**src/design/spli_pkg.sv**
```systemverilog
package spli_pkg;

    localparam int DEPTH      = 256;
    localparam int COORD_BITS = 32;
    localparam int IN_W       = 32;
    localparam int NODE_W     = 9;
    localparam int NUM_W      = $clog2(DEPTH + 1);

    localparam logic [2:0] MODE_SEARCH  = 3'd0;
    localparam logic [2:0] MODE_CARRY   = 3'd1;
    localparam logic [2:0] MODE_FOUND   = 3'd2;
    localparam logic [2:0] MODE_CREATED = 3'd3;
    localparam logic [2:0] MODE_FULL    = 3'd4;

    typedef struct packed {
        logic                  active;
        logic [2:0]            mode;
        logic                  no_room;
        logic [COORD_BITS-1:0] x;
        logic [COORD_BITS-1:0] y;
        logic [NUM_W-1:0]      num;
    } token_t;

    function automatic logic [COORD_BITS-1:0] coord_key(input logic [IN_W-1:0] raw);
        logic signed [63:0] wide;
        wide = 64'(signed'(raw));
        return wide[COORD_BITS-1:0];
    endfunction

endpackage

```
**src/design/spli_cell.sv**
```systemverilog
module spli_cell (
    input  logic             aclk,
    input  logic             aresetn,
    input  logic             advance,
    input  spli_pkg::token_t tok_in,
    output spli_pkg::token_t tok_out
);
    import spli_pkg::*;

    logic                  valid_reg, valid_next;
    logic [COORD_BITS-1:0] x_reg, x_next;
    logic [COORD_BITS-1:0] y_reg, y_next;
    logic [NUM_W-1:0]      num_reg, num_next;
    token_t                tok_reg, tok_next;

    logic ent_eq;
    logic ent_lt;

    assign ent_eq = valid_reg && (x_reg == tok_in.x) && (y_reg == tok_in.y);
    assign ent_lt = valid_reg && (($signed(x_reg) < $signed(tok_in.x)) ||
                    ((x_reg == tok_in.x) && ($signed(y_reg) < $signed(tok_in.y))));

    always_comb begin
        valid_next = valid_reg;
        x_next     = x_reg;
        y_next     = y_reg;
        num_next   = num_reg;
        tok_next   = tok_in;
        if (tok_in.active) begin
            case (tok_in.mode)
                MODE_SEARCH: begin
                    if (ent_eq) begin
                        tok_next.mode = MODE_FOUND;
                        tok_next.num  = num_reg;
                    end else if (ent_lt) begin
                        tok_next = tok_in;
                    end else if (tok_in.no_room) begin
                        tok_next.mode = MODE_FULL;
                    end else begin
                        valid_next = 1'b1;
                        x_next     = tok_in.x;
                        y_next     = tok_in.y;
                        num_next   = tok_in.num;
                        tok_next.x   = x_reg;
                        tok_next.y   = y_reg;
                        tok_next.num = num_reg;
                        tok_next.mode = valid_reg ? MODE_CARRY : MODE_CREATED;
                    end
                end
                MODE_CARRY: begin
                    valid_next   = 1'b1;
                    x_next       = tok_in.x;
                    y_next       = tok_in.y;
                    num_next     = tok_in.num;
                    tok_next.x   = x_reg;
                    tok_next.y   = y_reg;
                    tok_next.num = num_reg;
                    tok_next.mode = valid_reg ? MODE_CARRY : MODE_CREATED;
                end
                default: begin
                    tok_next = tok_in;
                end
            endcase
        end
    end

    always_ff @(posedge aclk) begin
        if (!aresetn) begin
            valid_reg      <= 1'b0;
            tok_reg.active <= 1'b0;
        end else if (advance) begin
            valid_reg <= valid_next;
            tok_reg   <= tok_next;
        end
    end

    always_ff @(posedge aclk) begin
        if (advance) begin
            x_reg   <= x_next;
            y_reg   <= y_next;
            num_reg <= num_next;
        end
    end

    assign tok_out = tok_reg;

endmodule

```
**config.mk**
```make
export PLATFORM = sky130hd
export DESIGN_NAME = spli_cell
export DESIGN_NICKNAME = d
export VERILOG_FILES = /design/src/design/spli_pkg.sv /design/src/design/spli_cell.sv
export SDC_FILE = /design/constraint.sdc
export NUM_CORES = 1
export LEC_CHECK = 0
export BUFFER_PORTS_ARGS = -buffer_cell sky130_fd_sc_hd__buf_2
export CAP_MARGIN = 20
export CORE_ASPECT_RATIO = 0.9
export CORE_MARGIN = 3
export CORE_UTILIZATION = 40
export DETAILED_ROUTE_END_ITERATION = 12
export GPL_TIMING_DRIVEN = 0
export PLACE_DENSITY_LB_ADDON = 0.1
export REMOVE_ABC_BUFFERS = 1
export SKIP_CTS_REPAIR_TIMING = 1
export SYNTH_ARGS = -nofsm -noshare
export SYNTH_HDL_FRONTEND = slang
export SYNTH_SLANG_ARGS = --single-unit
```
**constraint.sdc**
```tcl
create_clock -name aclk -period 7.7 [get_ports aclk]
set_input_delay 0.385 -clock aclk [delete_from_list [all_inputs] [get_ports aclk]]
set_output_delay 0.385 -clock aclk [all_outputs]
set_load 0.03 [all_outputs]
```
==> metrics.txt <==
Netlist cell types=53; grt total ovfl=0; P per Cell Area=approximately 190 nW/um^2; most used cell, CP=buf_16; Setup-failing EPs final=0; Worst-path clk slew=70 ps; via/cell ratio=between 5 and 6; setup_tns=0 ps; Ports=between 150 and 200; Max clock buf depth=2; first-pass GRT wire length=~40000 um; Worst R2R Setup Slack=approximately 3300 ps; fillers=1998; total number of yosys warnings=0; status=complete, no violations; number of synthesized flops with an enable pin=150; post-synthesis simple-gate area fraction=under 10%; full die area=approximately 25000 um^2; Starting Density=between 40% and 50%; TritonCTS Sinks=approximately 150; Commonest cells post-synth=edfxtp_1 (150), nand2_1 (79), a22oi_1 (78); xor/xnor share of the synthesized area=0%; mux cell area share after synthesis=1.574%; DR iter-0 viols=about 570; crit-path max FO=40; nature of the critical path endpoint=flop; Hold Path Depth=1; Synth area leader=edfxtp_1; Final Hold Vio Count=0; worst slew pin tran=961.6 ps; cells after synthesis=around 730; RSZ-0062 raised after global routing=no; Synth top area share=between 40% and 50%; GRT Total Usage=20.10%; Final Max Tran Viols=0; max FFs per register=slightly below 80; Area Overhead vs Synth=19.25%; Post-DP HPWL=about 16000 um; port buffer count=approximately 160; Core Area=around 23000 um^2; Ant. Diodes=0; average wire per standard cell=between 20 and 25 um; cell count after placement=1148; clock latency at the later pin of the worst-skew pair=around 430 ps; CTS Buf Count=17; Die H=~150 um; compound-gate portion of the synthesized area=~28%; total number of vias=6851; placed inst area=~10000 um^2; CP bufs+invs=2; Crit Path Category=flop to flop; count leader, synth=edfxtp_1; layout cells sized above 1=a little under two fifths; WHS Endpoint=num_reg[7]; peak supply drop=0.1364 mV; Async SR Flop Fraction=0%; Antenna Violating Nets Remaining=0; reg2reg path depth=10; Clk Tree Root Cell=clkbuf_16; worst hold path class=input port to flop; main combinational cell family by area after synthesis=compound AO/OA/AOI/OAI gates; Routed Wire Length=~25000 um; clk_skew=about 13 ps; Final Cycle Share=between 50 and 60%; synth top area cells=edfxtp_1 (49%), o41ai_2 (8.8%), ha_1 (8.7%), a22oi_2 (6.8%), a22oi_1 (6.3%); post-synthesis register bit count=approximately 150; fin crit period=approximately 4400 ps; Rows=52; design area=11000 um^2; syn_area_per_cell=roughly 13 um^2; Post-synth top flop=edfxtp_1; post-synthesis cell area=between 9000 and 10000 um^2; Worst path slowest cell=and2b_4; Reg2Reg Launch Point=y_reg[25]; Max Cap Viol=0; Die W=around 170 um; sequential area share after synthesis=between 40 and 50%; hold_ws=approximately 150 ps; Critical Path Start Type=flop; CP delay by family, top=simple AND/OR/NAND/NOR gates; Tot Pwr=~2100 uW; Max Fclk=226.8 MHz; initial antenna violation count=2; fin cells=1180; WP data required=~7900 ps; H-tree depth reported by CTS=4; 1st-pass router iterations=6; post-synthesis adder-cell area fraction=~8.7%; Hold Crit Start=tok_in[7]; crit path DAT=4560 ps; CTS tree=done; reg2reg end=tok_out[12]; routability cong.=roughly 0.8; worst stage delay on the critical path=about 750 ps; Slew Limit Headroom=a little over a third; largest net degree at the start of global routing=approximately 70; crit path cell chain=ha_1 > nand4_1 > nor4_1 > nand3_1 > and2b_4 > buf_16 > nand2b_1 > or3_4 > buf_16 > a22oi_1; vias in the first global route=about 7100; DRC Markers=0; Leak Pwr=approximately 0.0047 uW; Net count, final=1015
-- per-stage QoR --
stage | setup slack [ps] | utilization [%]
after global routing | 3072 | 48.72
after detailed placement | 3155 | 46.19
after CTS | 3257 | 48.72
after floorplan | 951.1 | -
final | 3290 | 48.72
after global placement | -6148 | 44.64
-- metal layers --
layer / track usage (%) / wire [um] / vias to the layer above
met1: 26.15 / 11290 / 3441
met4: 5.572 / 280 / 4
met2: 34.24 / 12380 / 188
met5: 0 / 22 / -
met3: 4.279 / 1322 / 24
li1: - / - / 3194
-- cell families after synthesis --
| group | count (synthesis) |
|---|---|
| compound gates | 257 |
| flops | 152 |
| fa+ha+maj | 64 |
| simple gates | 123 |
| mux | 10 |
| buf+inv | 128 |
-- layout make-up --
class                           instances  area (um^2)  area share, %
Sequential cell                       152         4544          41.31
Multi-Input combinational cell        454         4145          37.69
Timing Repair Buffer                  173         1097          9.976
Clock buffer                           18        429.2          3.902
Tap cell                              297        371.6          3.378
Inverter                               72        270.3          2.457
Clock inverter                         14        141.4          1.285
-- worst max path at each step --
| stage | slack [ps] | depth (start not counted) | start | endpoint |
|---|---|---|---|---|
| 2_1_floorplan | 950 | 4 | tok_in[75] | tok_out[23] |
| 3_3_place_gp | -6150 | 6 | tok_in[74] | tok_out[50] |
| 3_5_place_dp | 3160 | 12 | tok_in[36] | tok_out[18] |
| 4_1_cts | 3260 | 10 | y_reg[27] | tok_out[12] |
| 5_1_grt | 3070 | 10 | y_reg[25] | tok_out[74] |
| 6_report | 3290 | 10 | y_reg[25] | tok_out[12] |
-- power breakdown --
| part | leakage, uW | switching, uW | internal, uW |
|---|---|---|---|
| sequential | 0.00142 | 14.3 | 949 |
| clock | 0.000271 | 378 | 454 |
| combinational | 0.00302 | 192 | 124 |
-- layout by cell type, fill, tap and decap left out, types with 3 or more instances in the layout --
master,instances
nor3_1,3
clkinv_4,4
nor2b_1,3
a22oi_2,50
a21oi_1,30
buf_8,3
ha_1,64
and4_1,4
buf_12,3
o21ai_0,6
inv_1,72
a21o_1,3
buf_16,6
buf_2,157
edfxtp_1,150
nand4_1,11
mux2_4,9
buf_6,3
o41ai_2,50
nor2_1,3
inv_6,3
o41ai_1,15
o21ai_1,4
clkbuf_16,17
nand2_1,77
clkinvlp_4,3
a22oi_1,78
nand3_1,9
(Power assumes the default switching activity.)
